<file path="config.mk">
export PLATFORM = sky130hd
export DESIGN_NAME = mpeg_motion_vector_decode_core
export DESIGN_NICKNAME = d
export VERILOG_FILES = /design/src/rtl/mmvd_pkg.sv /design/src/rtl/mmvd_parse.sv /design/src/rtl/mmvd_pred_store.sv /design/src/rtl/mpeg_motion_vector_decode_core.sv
export SDC_FILE = /design/constraint.sdc
export NUM_CORES = 1
export LEC_CHECK = 0
export BUFFER_PORTS_ARGS = -buffer_cell sky130_fd_sc_hd__buf_2
export CAP_MARGIN = 20
export CORE_MARGIN = 4
export CORE_UTILIZATION = 56
export CTS_CLUSTER_DIAMETER = 30
export DETAILED_ROUTE_END_ITERATION = 12
export MAX_ROUTING_LAYER = met4
export PLACE_DENSITY_LB_ADDON = 0.08
export SYNTH_ARGS = -nofsm -noshare
export SYNTH_HDL_FRONTEND = slang
export SYNTH_SLANG_ARGS = --single-unit
</file>
<file path="constraint.sdc">
create_clock -name clk -period 10.71 [get_ports clk]
set_input_delay 1.071 -clock clk [delete_from_list [all_inputs] [get_ports clk]]
set_output_delay 1.071 -clock clk [all_outputs]
set_load 0.01 [all_outputs]
</file>
<file path="src/rtl/mmvd_pkg.sv">
`timescale 1ns / 1ps
`default_nettype none

package mmvd_pkg;

  localparam int IDX_BITS   = 3;
  localparam int LEN_BITS   = 5;
  localparam int R_BITS     = 4;
  localparam int FCODE_BITS = 4;
  localparam int RES_BITS   = 8;
  localparam int MAG_BITS   = 5;
  localparam int VLEN_BITS  = 4;
  localparam int DMAG_BITS  = 13;
  localparam int DELTA_BITS = DMAG_BITS + 1;
  localparam int DM_BITS    = 2;
  localparam int MAX_BITS_USED = 21;

  localparam logic OP_DECODE = 1'b0;
  localparam logic OP_CLEAR  = 1'b1;

  localparam logic [FCODE_BITS-1:0] FCODE_MIN = 4'd1;
  localparam logic [FCODE_BITS-1:0] FCODE_MAX = 4'd9;

  typedef struct packed {
    logic                 err;
    logic [MAG_BITS-1:0]  mag;
    logic [VLEN_BITS-1:0] len;
  } mcode_t;

  typedef struct packed {
    logic                         clear;
    logic                         err;
    logic [IDX_BITS-1:0]          idx;
    logic                         full_pel;
    logic [R_BITS-1:0]            r_size;
    logic signed [DELTA_BITS-1:0] delta;
    logic [LEN_BITS-1:0]          bits_used;
    logic signed [DM_BITS-1:0]    dm;
  } parse_t;

  typedef struct packed {
    logic                wr_en;
    logic                clr;
    logic [IDX_BITS-1:0] idx;
  } wr_ctl_t;

  function automatic logic [R_BITS-1:0] fcode_to_rsize(input logic [FCODE_BITS-1:0] f);
    logic [FCODE_BITS-1:0] fc;
    fc = f;
    if (fc < FCODE_MIN) fc = FCODE_MIN;
    if (fc > FCODE_MAX) fc = FCODE_MAX;
    return R_BITS'(fc - FCODE_MIN);
  endfunction

  // motion code magnitude and code length after a leading zero
  function automatic mcode_t mcode_lookup(input logic [8:0] p9);
    mcode_t v;
    v = '0;
    priority if (p9 >= 9'd64) begin
      unique case (p9[8:6])
        3'd0: begin v.mag = 5'd0; v.len = 4'd1; end
        3'd1: begin v.mag = 5'd3; v.len = 4'd4; end
        3'd2, 3'd3: begin v.mag = 5'd2; v.len = 4'd3; end
        default: begin v.mag = 5'd1; v.len = 4'd2; end
      endcase
    end else if (p9 >= 9'd24) begin
      unique case (p9[5:3])
        3'd3: begin v.mag = 5'd7; v.len = 4'd7; end
        3'd4: begin v.mag = 5'd6; v.len = 4'd7; end
        3'd5: begin v.mag = 5'd5; v.len = 4'd7; end
        3'd6, 3'd7: begin v.mag = 5'd4; v.len = 4'd6; end
        default: begin v.mag = 5'd0; v.len = 4'd1; end
      endcase
    end else if (p9 >= 9'd12) begin
      unique case (p9[4:0])
        5'd12: begin v.mag = 5'd16; v.len = 4'd10; end
        5'd13: begin v.mag = 5'd15; v.len = 4'd10; end
        5'd14: begin v.mag = 5'd14; v.len = 4'd10; end
        5'd15: begin v.mag = 5'd13; v.len = 4'd10; end
        5'd16: begin v.mag = 5'd12; v.len = 4'd10; end
        5'd17: begin v.mag = 5'd11; v.len = 4'd10; end
        5'd18, 5'd19: begin v.mag = 5'd10; v.len = 4'd9; end
        5'd20, 5'd21: begin v.mag = 5'd9; v.len = 4'd9; end
        5'd22, 5'd23: begin v.mag = 5'd8; v.len = 4'd9; end
        default: begin v.mag = 5'd0; v.len = 4'd1; end
      endcase
    end else begin
      v.err = 1'b1;
    end
    return v;
  endfunction

endpackage

`default_nettype wire

</file>
<file path="src/rtl/mmvd_parse.sv">
`timescale 1ns / 1ps
`default_nettype none

module mmvd_parse #(
  parameter int WINDOW_BITS = 24
) (
  input  wire logic                                opcode,
  input  wire logic [WINDOW_BITS-1:0]              bit_window,
  input  wire logic                                direction,
  input  wire logic                                vector_slot,
  input  wire logic                                component,
  input  wire logic                                full_pel,
  input  wire logic                                dual_prime,
  input  wire logic [mmvd_pkg::FCODE_BITS-1:0]     fcode,
  output mmvd_pkg::parse_t                         result
);

  localparam int LB = mmvd_pkg::LEN_BITS;
  localparam logic [mmvd_pkg::R_BITS-1:0] R_BITS_8 = mmvd_pkg::R_BITS'(mmvd_pkg::RES_BITS);

  mmvd_pkg::mcode_t                     mcode;
  logic [mmvd_pkg::R_BITS-1:0]          r_size;
  logic [mmvd_pkg::MAG_BITS-1:0]        mag;
  logic [LB-1:0]                        len_sign;
  logic [LB-1:0]                        len_res;
  logic [LB-1:0]                        len_dm;
  logic [LB-1:0]                        len_total;
  logic [WINDOW_BITS-1:0]               sh_sign;
  logic [WINDOW_BITS-1:0]               sh_res;
  logic [WINDOW_BITS-1:0]               sh_dm;
  logic [mmvd_pkg::RES_BITS-1:0]        res_top;
  logic [mmvd_pkg::RES_BITS-1:0]        res;
  logic                                 neg;
  logic                                 has_res;
  logic [mmvd_pkg::DMAG_BITS-1:0]       dmag;
  logic signed [mmvd_pkg::DELTA_BITS-1:0] delta;
  logic signed [mmvd_pkg::DM_BITS-1:0]  dm;

  always_comb begin
    r_size = mmvd_pkg::fcode_to_rsize(fcode);
    mcode  = mmvd_pkg::mcode_lookup(bit_window[WINDOW_BITS-2 -: 9]);

    // leading one is motion code zero with no sign bit
    if (bit_window[WINDOW_BITS-1]) begin
      mag      = '0;
      len_sign = LB'(1);
    end else begin
      mag      = mcode.mag;
      len_sign = LB'(mcode.len) + LB'(1);
    end

    sh_sign = bit_window << LB'(mcode.len);
    neg     = !bit_window[WINDOW_BITS-1] && sh_sign[WINDOW_BITS-1];

    has_res = (mag != '0) && (r_size != '0);
    sh_res  = bit_window << len_sign;
    res_top = sh_res[WINDOW_BITS-1 -: mmvd_pkg::RES_BITS];
    res     = has_res ? (res_top >> (R_BITS_8 - r_size)) : '0;
    len_res = has_res ? (len_sign + LB'(r_size)) : len_sign;

    sh_dm  = bit_window << len_res;
    dm     = '0;
    len_dm = len_res;
    if (dual_prime) begin
      if (sh_dm[WINDOW_BITS-1]) begin
        dm     = sh_dm[WINDOW_BITS-2] ? -2'sd1 : 2'sd1;
        len_dm = len_res + LB'(2);
      end else begin
        len_dm = len_res + LB'(1);
      end
    end
    len_total = len_dm;

    dmag  = (mmvd_pkg::DMAG_BITS'(mag - mmvd_pkg::MAG_BITS'(1)) << r_size)
            + mmvd_pkg::DMAG_BITS'(res) + mmvd_pkg::DMAG_BITS'(1);
    delta = '0;
    if (mag != '0) begin
      delta = neg ? -$signed({1'b0, dmag}) : $signed({1'b0, dmag});
    end

    result           = '0;
    result.idx       = {vector_slot, direction, component};
    result.full_pel  = full_pel;
    result.r_size    = r_size;
    if (opcode == mmvd_pkg::OP_CLEAR) begin
      result.clear = 1'b1;
    end else if (!bit_window[WINDOW_BITS-1] && mcode.err) begin
      result.err = 1'b1;
    end else begin
      result.delta     = delta;
      result.bits_used = len_total;
      result.dm        = dm;
    end
  end

endmodule

`default_nettype wire

</file>
<file path="src/rtl/mmvd_pred_store.sv">
`timescale 1ns / 1ps
`default_nettype none

module mmvd_pred_store #(
  parameter int PRED_BITS = 13
) (
  input  wire logic                              clk,
  input  wire logic                              rst,
  input  wire logic                              rd_en,
  input  wire logic [mmvd_pkg::IDX_BITS-1:0]     rd_idx,
  input  wire mmvd_pkg::wr_ctl_t                 wr,
  input  wire logic signed [PRED_BITS-1:0]       wr_data,
  output logic signed [PRED_BITS-1:0]            pred
);

  localparam int DEPTH = 1 << mmvd_pkg::IDX_BITS;

  logic signed [PRED_BITS-1:0] mem [DEPTH];
  logic [DEPTH-1:0]            valid;
  logic signed [PRED_BITS-1:0] rd_q;
  logic                        rd_valid_q;
  logic                        fwd_q;
  logic                        clr_q;
  logic signed [PRED_BITS-1:0] fwd_data_q;

  always_ff @(posedge clk) begin
    if (wr.wr_en) begin
      mem[wr.idx] <= wr_data;
    end
    if (rd_en) begin
      rd_q       <= mem[rd_idx];
      fwd_data_q <= wr_data;
    end
  end

  always_ff @(posedge clk) begin
    if (rst) begin
      valid      <= '0;
      rd_valid_q <= 1'b0;
      fwd_q      <= 1'b0;
      clr_q      <= 1'b0;
    end else begin
      if (wr.clr) begin
        valid <= '0;
      end else if (wr.wr_en) begin
        valid[wr.idx] <= 1'b1;
      end
      if (rd_en) begin
        rd_valid_q <= valid[rd_idx];
        fwd_q      <= wr.wr_en && (wr.idx == rd_idx);
        clr_q      <= wr.clr;
      end
    end
  end

  // write landing in the read cycle is forwarded, unwritten entries read zero
  always_comb begin
    priority if (clr_q) begin
      pred = '0;
    end else if (fwd_q) begin
      pred = fwd_data_q;
    end else if (rd_valid_q) begin
      pred = rd_q;
    end else begin
      pred = '0;
    end
  end

  a_wr_excl: assert property (@(posedge clk) disable iff (rst)
    !(wr.wr_en && wr.clr))
    else $error("predictor write and clear together");

  a_wr_sets_valid: assert property (@(posedge clk) disable iff (rst)
    wr.wr_en |=> valid[$past(wr.idx)])
    else $error("written predictor not marked valid");

endmodule

`default_nettype wire

</file>
<file path="src/rtl/mpeg_motion_vector_decode_core.sv">
// Decodes one MPEG-2 motion vector component per item and keeps the eight predictors
// (slot, direction, component) in a small synchronous memory. Sustained rate is one
// item per cycle while m_tready stays high; an item's result is registered in s1 and
// then in the output register. The accept cycle parses the motion code, residual and
// dual-prime bits and issues the predictor read; the s1 stage then rebuilds, wraps and
// scales the vector and writes it back when it advances, with the write forwarded to
// a read of the same entry issued in that cycle. The clear opcode resets all predictors
// at once through per-entry valid bits. Configuration registers are f_code values
// selected by direction and component; write them only while no item is in flight.
`timescale 1ns / 1ps
`default_nettype none

module mpeg_motion_vector_decode_core #(
  parameter int WINDOW_BITS = 24,
  parameter int PRED_BITS   = 13
) (
  input  wire logic                 clk,
  input  wire logic                 rst,
  input  wire logic                 s_tvalid,
  output logic                      s_tready,
  // bit_window, direction, vector_slot, component, full_pel, dual_prime
  input  wire logic [((WINDOW_BITS + 5 + 7) / 8) * 8 - 1:0] s_tdata,
  // opcode
  input  wire logic                 s_tuser,
  output logic                      m_tvalid,
  input  wire logic                 m_tready,
  // vector_value, bits_used, dm_value
  output logic [((PRED_BITS + mmvd_pkg::LEN_BITS + mmvd_pkg::DM_BITS + 7) / 8) * 8 - 1:0]
                                    m_tdata,
  // code_error
  output logic                      m_tuser,
  input  wire logic                 cfg_we,
  input  wire logic [1:0]           cfg_index,
  input  wire logic [mmvd_pkg::FCODE_BITS-1:0] cfg_data
);

  localparam int OUT_BITS = PRED_BITS + mmvd_pkg::LEN_BITS + mmvd_pkg::DM_BITS;
  localparam int OUT_W = ((OUT_BITS + 7) / 8) * 8;
  localparam int SW    = PRED_BITS + 2;
  localparam int SW_IDX_BITS = $clog2(SW);

  localparam logic [1:0] REG_FCODE_FWD_HORIZ = 2'd0;
  localparam logic [1:0] REG_FCODE_FWD_VERT  = 2'd1;
  localparam logic [1:0] REG_FCODE_BWD_HORIZ = 2'd2;
  localparam logic [1:0] REG_FCODE_BWD_VERT  = 2'd3;

  logic [mmvd_pkg::FCODE_BITS-1:0] fcode_fwd_horiz;
  logic [mmvd_pkg::FCODE_BITS-1:0] fcode_fwd_vert;
  logic [mmvd_pkg::FCODE_BITS-1:0] fcode_bwd_horiz;
  logic [mmvd_pkg::FCODE_BITS-1:0] fcode_bwd_vert;
  logic [mmvd_pkg::FCODE_BITS-1:0] fcode_sel;

  logic [WINDOW_BITS-1:0] in_window;
  logic                   in_dir;
  logic                   in_slot;
  logic                   in_comp;
  logic                   in_fp;
  logic                   in_dp;

  logic              s_accept;
  logic              s1_valid;
  logic              s1_advance;
  mmvd_pkg::parse_t  parse_out;
  mmvd_pkg::parse_t  s1;
  mmvd_pkg::wr_ctl_t wr;

  logic signed [PRED_BITS-1:0] pred;
  logic signed [PRED_BITS-1:0] base;
  logic signed [SW-1:0]        sum;
  logic signed [SW-1:0]        wrapped;
  logic signed [SW-1:0]        scaled;
  logic [SW_IDX_BITS-1:0]      sign_pos;
  logic signed [PRED_BITS-1:0] vec;
  logic signed [PRED_BITS-1:0] vec_out;

  logic signed [PRED_BITS-1:0]         out_vec;
  logic [mmvd_pkg::LEN_BITS-1:0]       out_bits;
  logic signed [mmvd_pkg::DM_BITS-1:0] out_dm;
  logic                                out_err;

  always_ff @(posedge clk) begin
    if (rst) begin
      fcode_fwd_horiz <= mmvd_pkg::FCODE_MIN;
      fcode_fwd_vert  <= mmvd_pkg::FCODE_MIN;
      fcode_bwd_horiz <= mmvd_pkg::FCODE_MIN;
      fcode_bwd_vert  <= mmvd_pkg::FCODE_MIN;
    end else if (cfg_we) begin
      unique case (cfg_index)
        REG_FCODE_FWD_HORIZ: fcode_fwd_horiz <= cfg_data;
        REG_FCODE_FWD_VERT:  fcode_fwd_vert  <= cfg_data;
        REG_FCODE_BWD_HORIZ: fcode_bwd_horiz <= cfg_data;
        REG_FCODE_BWD_VERT:  fcode_bwd_vert  <= cfg_data;
        default: ;
      endcase
    end
  end

  assign in_window = s_tdata[WINDOW_BITS-1:0];
  assign in_dir    = s_tdata[WINDOW_BITS];
  assign in_slot   = s_tdata[WINDOW_BITS+1];
  assign in_comp   = s_tdata[WINDOW_BITS+2];
  assign in_fp     = s_tdata[WINDOW_BITS+3];
  assign in_dp     = s_tdata[WINDOW_BITS+4];

  always_comb begin
    unique case ({in_dir, in_comp})
      REG_FCODE_FWD_HORIZ: fcode_sel = fcode_fwd_horiz;
      REG_FCODE_FWD_VERT:  fcode_sel = fcode_fwd_vert;
      REG_FCODE_BWD_HORIZ: fcode_sel = fcode_bwd_horiz;
      default:             fcode_sel = fcode_bwd_vert;
    endcase
  end

  mmvd_parse #(
    .WINDOW_BITS(WINDOW_BITS)
  ) u_parse (
    .opcode     (s_tuser),
    .bit_window (in_window),
    .direction  (in_dir),
    .vector_slot(in_slot),
    .component  (in_comp),
    .full_pel   (in_fp),
    .dual_prime (in_dp),
    .fcode      (fcode_sel),
    .result     (parse_out)
  );

  assign s1_advance = s1_valid && (!m_tvalid || m_tready);
  assign s_tready   = !s1_valid || s1_advance;
  assign s_accept   = s_tvalid && s_tready;

  always_ff @(posedge clk) begin
    if (rst) begin
      s1_valid <= 1'b0;
    end else if (s_accept) begin
      s1_valid <= 1'b1;
    end else if (s1_advance) begin
      s1_valid <= 1'b0;
    end
  end

  always_ff @(posedge clk) begin
    if (s_accept) begin
      s1 <= parse_out;
    end
  end

  always_comb begin
    wr.wr_en = s1_advance && !s1.clear && !s1.err;
    wr.clr   = s1_advance && s1.clear;
    wr.idx   = s1.idx;
  end

  mmvd_pred_store #(
    .PRED_BITS(PRED_BITS)
  ) u_store (
    .clk    (clk),
    .rst    (rst),
    .rd_en  (s_accept),
    .rd_idx (parse_out.idx),
    .wr     (wr),
    .wr_data(vec),
    .pred   (pred)
  );

  // rebuild, wrap into 32 << r_size and apply full-pel scaling
  always_comb begin
    base     = s1.full_pel ? (pred >>> 1) : pred;
    sum      = SW'(base) + SW'(s1.delta);
    sign_pos = SW_IDX_BITS'(s1.r_size) + SW_IDX_BITS'(4);
    for (int i = 0; i < SW; i++) begin
      wrapped[i] = (SW_IDX_BITS'(i) <= sign_pos) ? sum[i] : sum[sign_pos];
    end
    scaled = wrapped << s1.full_pel;
    vec    = scaled[PRED_BITS-1:0];
    priority if (s1.clear) begin
      vec_out = '0;
    end else if (s1.err) begin
      vec_out = pred;
    end else begin
      vec_out = vec;
    end
  end

  always_ff @(posedge clk) begin
    if (rst) begin
      m_tvalid <= 1'b0;
    end else if (s1_advance) begin
      m_tvalid <= 1'b1;
    end else if (m_tready) begin
      m_tvalid <= 1'b0;
    end
  end

  always_ff @(posedge clk) begin
    if (s1_advance) begin
      out_vec  <= vec_out;
      out_bits <= s1.bits_used;
      out_dm   <= s1.dm;
      out_err  <= s1.err;
    end
  end

  assign m_tdata = OUT_W'({out_dm, out_bits, out_vec});
  assign m_tuser = out_err;

  a_err_fields: assert property (@(posedge clk) disable iff (rst)
    (m_tvalid && out_err) |-> (out_bits == '0 && out_dm == '0))
    else $error("invalid code item carries length or dm");

  a_clear_zero: assert property (@(posedge clk) disable iff (rst)
    (s1_advance && s1.clear) |=> (m_tdata == '0 && !m_tuser))
    else $error("clear item result not zero");

  a_bits_max: assert property (@(posedge clk) disable iff (rst)
    m_tvalid |-> (out_bits <= mmvd_pkg::LEN_BITS'(mmvd_pkg::MAX_BITS_USED) && out_dm != 2'b10))
    else $error("bits_used or dm out of range");

endmodule

`default_nettype wire
</file>
==> results of run 1 <==
metal layers:
| metal | share of wire, % | GRT usage [%] | up-vias |
|---|---|---|---|
| met5 | 0 | - | - |
| met3 | 7.3 | 4.70 | 54 |
| met4 | 2.0 | 6.34 | 0 |
| li1 | - | - | 4415 |
| met1 | 44 | 35.0 | 4534 |
| met2 | 47 | 39.6 | 332 |
how the worst max path moves through the flow:
stage                start     end  slack [ns]  depth (start not counted)
3_3_place_gp   s_tdata[24]  s1[19]        2.15                         27
3_5_place_dp   s_tdata[24]  s1[19]        1.93                         27
5_1_grt        s_tdata[24]  s1[19]        1.65                         27
2_1_floorplan  s_tdata[26]  s1[19]        3.93                         23
4_1_cts        s_tdata[24]  s1[19]        2.41                         27
6_report       s_tdata[24]  s1[19]        2.29                         27
cell usage after synthesis, drive strengths merged (5+ instances only):
cell type	n
nand3b	9
dfxtp	29
nor2	114
nand2	73
a31oi	15
ha	39
o21ai	55
a21oi	57
a21o	17
xnor2	23
mux4	40
edfxtp	182
mux2	22
inv	40
mux2i	71
nor2b	16
o21bai	5
nor4	5
o31ai	6
a211oi	8
or3	12
and2	6
or2	12
a21boi	6
xor2	17
o31a	5
clkbuf	37
a22oi	16
a211o	5
nand3	22
o211ai	17
o21a	19
nor3	19
o2bb2ai	5
nand2b	15
buf	21
layout make-up:
cell class | instances | area (µm²)
Inverter | 41 | 154
Tap cell | 280 | 350
Sequential cell | 211 | 6050
Timing Repair Buffer | 78 | 428
Clock inverter | 26 | 229
Fill cell | 1727 | 7580
Clock buffer | 41 | 962
Multi-Input combinational cell | 815 | 6280
critical path: stages:
cell	delay, ns
sky130_fd_sc_hd__buf_2	0.07
sky130_fd_sc_hd__buf_4	0.42
sky130_fd_sc_hd__mux4_2	0.52
sky130_fd_sc_hd__or3_1	0.43
sky130_fd_sc_hd__nand3b_1	0.70
sky130_fd_sc_hd__inv_2	0.27
sky130_fd_sc_hd__ha_1	0.36
sky130_fd_sc_hd__xor2_2	0.46
sky130_fd_sc_hd__inv_1	0.40
sky130_fd_sc_hd__nor2_1	0.30
sky130_fd_sc_hd__xor2_1	0.12
sky130_fd_sc_hd__a21oi_1	0.33
sky130_fd_sc_hd__o211ai_1	0.17
sky130_fd_sc_hd__ha_1	0.26
sky130_fd_sc_hd__fa_1	0.42
sky130_fd_sc_hd__nor2b_1	0.12
sky130_fd_sc_hd__o21ai_0	0.10
sky130_fd_sc_hd__a21boi_0	0.25
sky130_fd_sc_hd__o21ai_0	0.14
sky130_fd_sc_hd__a21boi_0	0.29
sky130_fd_sc_hd__o21ai_0	0.18
sky130_fd_sc_hd__and2_1	0.20
sky130_fd_sc_hd__or3_1	0.38
sky130_fd_sc_hd__a211oi_2	0.29
sky130_fd_sc_hd__nand3b_1	0.13
sky130_fd_sc_hd__and3_1	0.20
sky130_fd_sc_hd__nor3_1	0.15
registers in the layout, summed over array words and instances, names as in the netlist:
name	count
m_tuser	1
out_bits	5
fcode_fwd_horiz	4
s1_valid	1
fcode_bwd_vert	4
u_store.mem	104
fcode_fwd_vert	4
u_store.rd_valid_q	1
out_dm	2
u_store.fwd_data_q	13
u_store.clr_q	1
s1	31
u_store.rd_q	13
u_store.valid	8
out_vec	13
m_tvalid	1
fcode_bwd_horiz	4
u_store.fwd_q	1
power breakdown:
part | leakage, nW | switching [mW] | internal, mW
Sequential | 1.94 | 0.0152 | 0.949
Clock | 0.582 | 0.417 | 0.684
Combinational | 3.03 | 0.243 | 0.146
cells by family (layout without fill, tap and decap cells):
kind of cell | Yosys count | after routing | share of synthesized area, %
buffers and inverters | 99 | 186 | 3.23
AOI/OAI and AO/OA | 272 | 272 | 14.7
muxes | 133 | 133 | 14.7
xor gates and xnor gates | 40 | 40 | 2.82
adders and majority gates | 42 | 42 | 4.32
other | 1 | 4 | 0.0295
and+or+nand+nor | 324 | 324 | 12.5
DFF | 211 | 211 | 47.6
cells in the final DEF, fill, tap and decap left out, types with 7 or more instances in the layout:
master | Yosys | routed
sky130_fd_sc_hd__xor2_1 | 16 | 16
sky130_fd_sc_hd__nor2_1 | 113 | 113
sky130_fd_sc_hd__a31oi_1 | 14 | 14
sky130_fd_sc_hd__ha_1 | 39 | 39
sky130_fd_sc_hd__o21ai_0 | 49 | 49
sky130_fd_sc_hd__nand3b_1 | 9 | 9
sky130_fd_sc_hd__nor3_1 | 19 | 15
sky130_fd_sc_hd__a22oi_1 | 16 | 16
sky130_fd_sc_hd__inv_1 | 37 | 36
sky130_fd_sc_hd__buf_2 | 7 | 63
sky130_fd_sc_hd__mux2i_1 | 70 | 70
sky130_fd_sc_hd__nand2b_1 | 14 | 14
sky130_fd_sc_hd__or3_1 | 12 | 12
sky130_fd_sc_hd__mux2_2 | 22 | 22
sky130_fd_sc_hd__clkinv_2 | 0 | 9
sky130_fd_sc_hd__nor2b_1 | 16 | 15
sky130_fd_sc_hd__buf_4 | 6 | 15
sky130_fd_sc_hd__edfxtp_1 | 182 | 182
sky130_fd_sc_hd__nand3_1 | 22 | 22
sky130_fd_sc_hd__a211oi_1 | 7 | 7
sky130_fd_sc_hd__o211ai_1 | 16 | 16
sky130_fd_sc_hd__xnor2_1 | 23 | 23
sky130_fd_sc_hd__a21oi_1 | 57 | 57
sky130_fd_sc_hd__nand2_1 | 72 | 72
sky130_fd_sc_hd__dfxtp_1 | 29 | 29
sky130_fd_sc_hd__o21a_1 | 19 | 19
sky130_fd_sc_hd__a21o_1 | 17 | 17
sky130_fd_sc_hd__or2_2 | 11 | 11
sky130_fd_sc_hd__clkbuf_16 | 0 | 38
sky130_fd_sc_hd__mux4_2 | 40 | 40
per-stage QoR:
stage	instances	setup WS, ns	util (%)
final	1492	2.29	65.6
after global routing	1492	1.65	65.6
after CTS	1492	2.41	65.6
after detailed placement	1425	1.93	60.2
after global placement	1425	2.15	60.2
after floorplan	1125	3.93	-
==> impl_metrics.yaml, run 1 <==
run_status:
  run_status: "completed"
clock_tree:
  path_clk_slew_ns: 0.05
  cts_post_setup_buffers_inserted: 0
  max-clock-path-buffers: 3
  numClockSinks: 211
  cts_resized: 0
  cts_max_level: 2
  insertion_delay_ns: 0.52
  cts-root-buf: "sky130_fd_sc_hd__clkbuf_16"
  tritoncts: "done"
  tritoncts.num_buffers: 38
  ctsHoldBuffers: 0
routing:
  via_count: 9335
  vias_per_cell: 6.26
  drtAntennaViolNets: 0
  initialDrtViolationCount: 681
  route.detailed.drc: 0
  dr.pass1.iters: 5
  routedWlPerCell_um: 20.5
  postRouteWirelength_um: 30600
synthesis:
  ys_async_sr_fraction_pct: 0
  yosys_warnings: 0
  mean_instance_size_in_the_synthesized_netlist_um2: 11.3
  netlist_area_um2: 12700
  synthFlopType: "sky130_fd_sc_hd__edfxtp_1"
  synthDominantAreaCellType: "sky130_fd_sc_hd__edfxtp_1"
  yosys.area.top_type_share_pct: 43.1
  ys_seq_elements: 211
  synth-edff-count: 182
  synth_area_leaders: "sky130_fd_sc_hd__edfxtp_1 (43%), sky130_fd_sc_hd__mux4_2 (7.1%), sky130_fd_sc_hd__mux2i_1 (5.5%)"
  syn-instance-count: 1122
  synthDistinctLibCells: 85
  yosysSeqAreaShare_pct: 47.6
worst_setup_path:
  setup_cp_type: "in2reg"
  timing.critical_path.to_type: "flip-flop"
  regToRegEndpoint: "s1[19]"
  worst-endpoint-required_ns: 11.05
  r2r-start: "fcode_bwd_vert[3]"
  worst_setup_path_start_kind: "input port"
  setup.reg_to_reg.worst_slack_ns: 2.97
  maximum_fanout_along_the_worst_path: 34
  arrival_time_at_the_worst_endpoint_ns: 8.76
  worst_r2r_path_depth: 25
placement:
  hpwl_um: 20800
  placedInstanceArea_um2: 13300
  finalWeightedCongestion: 0.959
  port_buffers: 63
grt:
  number_of_global_route_vias_before_repair: 9065
  wire_length_of_the_first_global_routing_pass_um: 49200
  grt_max_degree: 58
  antenna_found_initial: 0
  grt_use_total_pct: 25.5
  grt_overflow: 0
sta:
  clock-skew-final_ns: 0.0298
  final.hold.worst_slack_ns: 0.415
  maxSlewViolCount: 0
  number_of_endpoints_failing_setup_at_the_final_stage: 0
  fin_crit_ns: 8.42
  finalHoldViolCount: 0
  period_share_pct: 78.7
  fmax_ghz: 0.119
  tightest_slew_ns: 1.05
  rsz0062_at_grt: "false"
  slew_headroom_pct: 29.1
  finalSetupTns_ns: 0
die:
  ios: 71
  die-width_um: 159
  placeableCoreArea_um2: 22000
  placementRows: 54
  die-area_um2: 25100
  die_y_um: 159
  initial_util_pct: 57.6
power_and_ir_drop:
  power.ir.vdd_worst_v: 0.000137
  total_power_mw: 2.45
  p_leak_nw: 5.56
  power-per-cell-area_nw_per_um2: 170
min_path:
  holdCritStartpoint: "s1[6]"
  hold_path_end: "out_bits[4]"
  hold_depth: 0
  worst_hold_path_type: "reg2reg"
cells_and_area:
  postLayoutCellArea_um2: 14500
  area_delta_synth_final_pct: 13.9
  drive_above_1_share_pct: 19.7
  antennaDiodeCount: 0
  final_stage_net_count: 1271
job:
  max_cap_violations: 0
Power figures use the tool's default switching activity.
==> run 2, diff against run 1 <==
Clock period 10.71 ns to 6.7 ns, I/O delays scaled along.
==> impl_metrics.yaml, run 2 (synthesized netlist as in run 1, its figures left out) <==
die:
  die-width_um: 159
  placementRows: 54
  ios: 71
  die_y_um: 159
  initial_util_pct: 57.6
  placeableCoreArea_um2: 22000
  die-area_um2: 25100
placement:
  hpwl_um: 21200
  placedInstanceArea_um2: 13500
  finalWeightedCongestion: 0.909
  pre_cts_ws_ns: 0.145
  port_buffers: 63
  placedCellCount: 1452
worst_setup_path:
  worst_setup_path_start_kind: "input port"
  maximum_fanout_along_the_worst_path: 5
  timing.critical_path.to_type: "flip-flop"
  critPathMaxStageDelay_ns: 0.63
  worst_path_max_delay_cell: "sky130_fd_sc_hd__mux4_2"
  r2r-start: "fcode_bwd_vert[2]"
  crit_path_frequent_cell: "sky130_fd_sc_hd__o21ai_0"
  arrival_time_at_the_worst_endpoint_ns: 6.41
  worst_r2r_path_depth: 25
  setup_cp_type: "in2reg"
  regToRegEndpoint: "s1[19]"
  worst-endpoint-required_ns: 7.05
  setup.reg_to_reg.worst_slack_ns: 0.70
sta:
  final.hold.worst_slack_ns: 0.334
  maxSlewViolCount: 0
  fmax_ghz: 0.165
  slew_headroom_pct: 26.7
  clock-skew-final_ns: 0.0432
  period_share_pct: 90.5
  fin_crit_ns: 6.06
  finalHoldViolCount: 0
  rsz0062_at_grt: "false"
  tightest_slew_ns: 1.09
  final.setup.worst_slack_ns: 0.638
  number_of_endpoints_failing_setup_at_the_final_stage: 0
  finalSetupTns_ns: 0
power_and_ir_drop:
  sw_ratio_pct: 26.0
  switching_power_mw: 1.07
  power-per-cell-area_nw_per_um2: 277
  p_seq_share_pct: 37.6
  p_leak_nw: 5.77
  total_power_mw: 4.11
  part_of_the_total_power_dissipated_in_combinational_logic_pct: 15.5
  p_clk_share_pct: 46.9
  p_int_mw: 3.04
  power.ir.vdd_worst_v: 0.000211
grt:
  antenna_found_initial: 0
  grt_overflow: 0
  grt_use_total_pct: 25.4
  wire_length_of_the_first_global_routing_pass_um: 48700
  number_of_global_route_vias_before_repair: 9043
  grt_max_degree: 48
cells_and_area:
  layout.cells.most_common_list: "sky130_fd_sc_hd__edfxtp_1 (182), sky130_fd_sc_hd__nor2_1 (113), sky130_fd_sc_hd__nand2_1 (72)"
  final_stage_net_count: 1302
  stdcell_count: 1526
  antennaDiodeCount: 0
  postLayoutCellArea_um2: 14800
  biggestRegsByFlops: "u_store.mem (104), s1 (31)"
  registers.top_by_ff_count: "u_store.mem"
  largest_register_ffs: 104
  leading_cell_type_in_the_layout_fill_and_taps_excluded: "sky130_fd_sc_hd__edfxtp_1"
  area_delta_synth_final_pct: 16.7
  filler_cell_count: 1686
  drive_above_1_share_pct: 21.7
  fin_util_pct: 67.2
routing:
  dr.pass1.iters: 5
  initialDrtViolationCount: 736
  via_count: 9417
  drtAntennaViolNets: 0
  routedWlPerCell_um: 19.8
  vias_per_cell: 6.17
  route.detailed.drc: 0
  postRouteWirelength_um: 30300
clock_tree:
  numClockSinks: 211
  max-clock-path-buffers: 3
  insertion_delay_ns: 0.53
  cts-root-buf: "sky130_fd_sc_hd__clkbuf_16"
  tritoncts: "done"
  tritoncts.num_buffers: 39
  path_clk_slew_ns: 0.04
  ctsHoldBuffers: 0
  cts_max_level: 2
run_status:
  run_status: "completed"
min_path:
  worst_hold_path_type: "in2reg"
  holdCritStartpoint: "s_tdata[27]"
  hold_depth: 1
  hold_path_end: "s1[25]"
job:
  max_cap_violations: 0
-- run 2: cell count changes in the layout (fill, tap and decap cells not counted), sizes merged --
cell / previous run / this run
buf: 78 / 108
clkinv: 18 / 20
inv: 45 / 43
clkbuf: 41 / 43
bufinv: 1 / 5
clkinvlp: 3 / 1
-- run 2: worst max-delay path by stage --
stage,from,endpoint,slack (ns),cells after the start
2_1_floorplan,s_tdata[26],s1[19],0.32,23
3_3_place_gp,s_tdata[26],s1[19],0.23,26
3_5_place_dp,s_tdata[26],s1[19],0.14,26
4_1_cts,s_tdata[26],s1[19],0.66,26
5_1_grt,s_tdata[17],s1[19],0.04,28
6_report,s_tdata[26],s1[19],0.64,26
-- run 2: critical path: cells and delay by family --
kind,cells,cell delay [ns]
simple gates,9,1.87
compound gates,8,1.73
fa+ha+maj,3,0.94
mux,1,0.63
xor+xnor,2,0.29
buf+inv,3,0.28
-- run 2: power by group through the flow --
| stage | Combinational (mW) | Sequential (mW) | Clock, mW |
|---|---|---|---|
| floorplan | 0.456 | 1.56 | 0 |
| global placement | 0.623 | 1.56 | 0 |
| detailed placement | 0.629 | 1.57 | 0 |
| CTS | 0.633 | 1.54 | 1.96 |
| global route | 0.707 | 1.55 | 2.03 |
| finish | 0.637 | 1.54 | 1.93 |
-- run 2: routing by layer --
layer  global-route usage (%)  part of all wire, %  vias to the layer above
li1                         -                    -                     4469
met1                     35.6                   44                     4527
met2                     39.5                   48                      376
met3                     4.00                  6.6                       45
met4                     5.73                  1.8                        0
met5                        -                    0                        -
-- run 2: final cells by class --
type                       count  area, µm²  area share, %
clock inverter                28        337           2.27
sequential                   211       6050           40.8
clock buffer                  43        991           6.69
tap                          280        350           2.37
multi-input combinational    815       6270           42.4
inverter                      41        158           1.06
timing repair buffer         108        653           4.41
-- run 2: timing repair --
item / CTS / global route
setup endpoints to repair: 0 / 2
buffers inserted: 0 / 3
resized for setup: 0 / 1
==> run 3, diff against run 2 <==
Settings changed: CORE_ASPECT_RATIO set to 0.7.
Clock period 6.7 ns to 4.9 ns, I/O delays scaled along.
==> impl_metrics.yaml, run 3 (synthesized netlist as in run 1, its figures left out) <==
run_status:
  run_status: "complete, but fails checks"
  failed_checks: "negative setup slack"
routing:
  routedWlPerCell_um: 21.3
  route.detailed.drc: 0
  vias_per_cell: 6.19
  via_count: 10400
  postRouteWirelength_um: 35600
  initialDrtViolationCount: 1213
  drtAntennaViolNets: 0
  dr.pass1.iters: 5
sta:
  final.hold.worst_slack_ns: 0.158
  number_of_endpoints_failing_setup_at_the_final_stage: 7
  tightest_slew_ns: 1.01
  period_share_pct: 106
  fmax_ghz: 0.192
  finalHoldViolCount: 0
  slew_headroom_pct: 32.6
  rsz0062_at_grt: "true"
  clock-skew-final_ns: 0.0143
  final.setup.worst_slack_ns: -0.297
  maxSlewViolCount: 0
  fin_crit_ns: 5.20
  finalSetupTns_ns: -1.52
power_and_ir_drop:
  power.ir.vdd_worst_v: 0.000333
  power-per-cell-area_nw_per_um2: 317
  p_leak_nw: 6.45
clock_tree:
  ctsHoldBuffers: 0
  cts-root-buf: "sky130_fd_sc_hd__clkbuf_16"
  cts_max_level: 1
  max-clock-path-buffers: 3
  path_clk_slew_ns: 0.07
  insertion_delay_ns: 0.51
  numClockSinks: 211
  tritoncts: "done"
  tritoncts.num_buffers: 25
cells_and_area:
  drive_above_1_share_pct: 36.5
  area_delta_synth_final_pct: 27.4
  registers.top_by_ff_count: "u_store.mem"
  layout.cells.most_common_list: "sky130_fd_sc_hd__buf_4 (205), sky130_fd_sc_hd__edfxtp_1 (182), sky130_fd_sc_hd__nor2_1 (105)"
  antennaDiodeCount: 0
  stdcell_count: 1672
  biggestRegsByFlops: "u_store.mem (104), s1 (31)"
  largest_register_ffs: 104
  final_stage_net_count: 1458
  leading_cell_type_in_the_layout_fill_and_taps_excluded: "sky130_fd_sc_hd__buf_4"
worst_setup_path:
  maximum_fanout_along_the_worst_path: 4
  crit_path_frequent_cell: "sky130_fd_sc_hd__o21ai_2"
  worst_path_max_delay_cell: "sky130_fd_sc_hd__mux4_2"
  arrival_time_at_the_worst_endpoint_ns: 5.43
  worst_setup_path_start_kind: "flip-flop"
  worst-endpoint-required_ns: 5.14
  critPathMaxStageDelay_ns: 0.48
  timing.critical_path.to_type: "flip-flop"
  setup_cp_type: "reg2reg"
placement:
  hpwl_um: 26000
  finalWeightedCongestion: 0.961
  port_buffers: 63
  placedCellCount: 1615
die:
  die_y_um: 134
  placementRows: 45
  die-width_um: 188
  placeableCoreArea_um2: 22000
  die-area_um2: 25200
  initial_util_pct: 57.8
  ios: 71
grt:
  number_of_global_route_vias_before_repair: 9599
  grt_overflow: 0
  wire_length_of_the_first_global_routing_pass_um: 55300
  grt_max_degree: 38
  grt_use_total_pct: 28.4
  antenna_found_initial: 0
job:
  max_cap_violations: 0
min_path:
  worst_hold_path_type: "in2reg"
-- run 3: cell types whose count changed in the layout (fill, tap and decap cells not counted), sizes merged --
cell / before / now
clkbuf: 43 / 26
clkinvlp: 1 / 2
inv: 43 / 50
bufinv: 5 / 1
buf: 108 / 278
clkinv: 20 / 7
-- run 3: layout make-up --
cell class / count / area, µm²
sequential: 211 / 6050
clock buffer: 26 / 629
multi-input combinational: 815 / 6790
tap: 282 / 353
clock inverter: 19 / 206
fill: 1513 / 5790
timing repair buffer: 278 / 1980
inverter: 41 / 156
-- run 3: repair_timing --
item	4_1_cts	5_1_grt
buffers inserted	9	5
setup endpoints to repair	29	104
gates cloned	0	0
resized for setup	26	74
pin swaps	32	25
-- run 3: final timing paths --
path / startpoint / end / slack [ns] / depth (start not counted)
worst min register to register: s1[4] / out_bits[2] / 0.42 / 0
worst min-delay path: s_tdata[27] / s1[25] / 0.16 / 1
worst max register to register: fcode_fwd_horiz[3] / s1[19] / -0.30 / 25
worst max-delay path: fcode_fwd_horiz[3] / s1[19] / -0.30 / 25
-- run 3: routing by layer --
layer  wire (µm)  vias up  part of all wire, %  GRT usage [%]
met5           0        -                    0              -
met4         484        0                  1.4           3.67
met3        3610       59                   10           6.71
met2       14100      500                   40           36.8
li1            -     4782                    -              -
met1       17400     5013                   49           46.0
-- run 3: critical path: cells and delay by family (launching register included) --
family | cells | cell delay [ns]
AND/OR/NAND/NOR | 8 | 1.49
AO/OA/AOI/OAI | 8 | 1.15
adder cells (fa/ha/maj) | 3 | 0.76
multiplexers | 1 | 0.48
buffers and inverters | 3 | 0.40
flip-flops | 1 | 0.33
XOR/XNOR | 2 | 0.31
-- run 3: report_power, final --
| group | switching [mW] | total [mW] | leakage [nW] | internal, mW |
|---|---|---|---|---|
| clock | 0.793 | 1.83 | 0.405 | 1.04 |
| sequential | 0.0369 | 2.11 | 1.95 | 2.07 |
| combinational | 0.649 | 1.20 | 4.10 | 0.547 |
| total | 1.48 | 5.13 | 6.45 | 3.65 |
-- run 3: through the flow --
step           cell area, µm²  worst slack, ns  utilization (%)  power, mW
2_1_floorplan           12900           -0.576                -       2.77
3_3_place_gp            14800           -0.762             67.4       3.21
3_5_place_dp            14800           -0.864             67.4       3.22
4_1_cts                 15800           -0.305             72.0       5.07
5_1_grt                 16200           -0.557             73.6       5.35
6_report                16200           -0.297             73.6       5.13
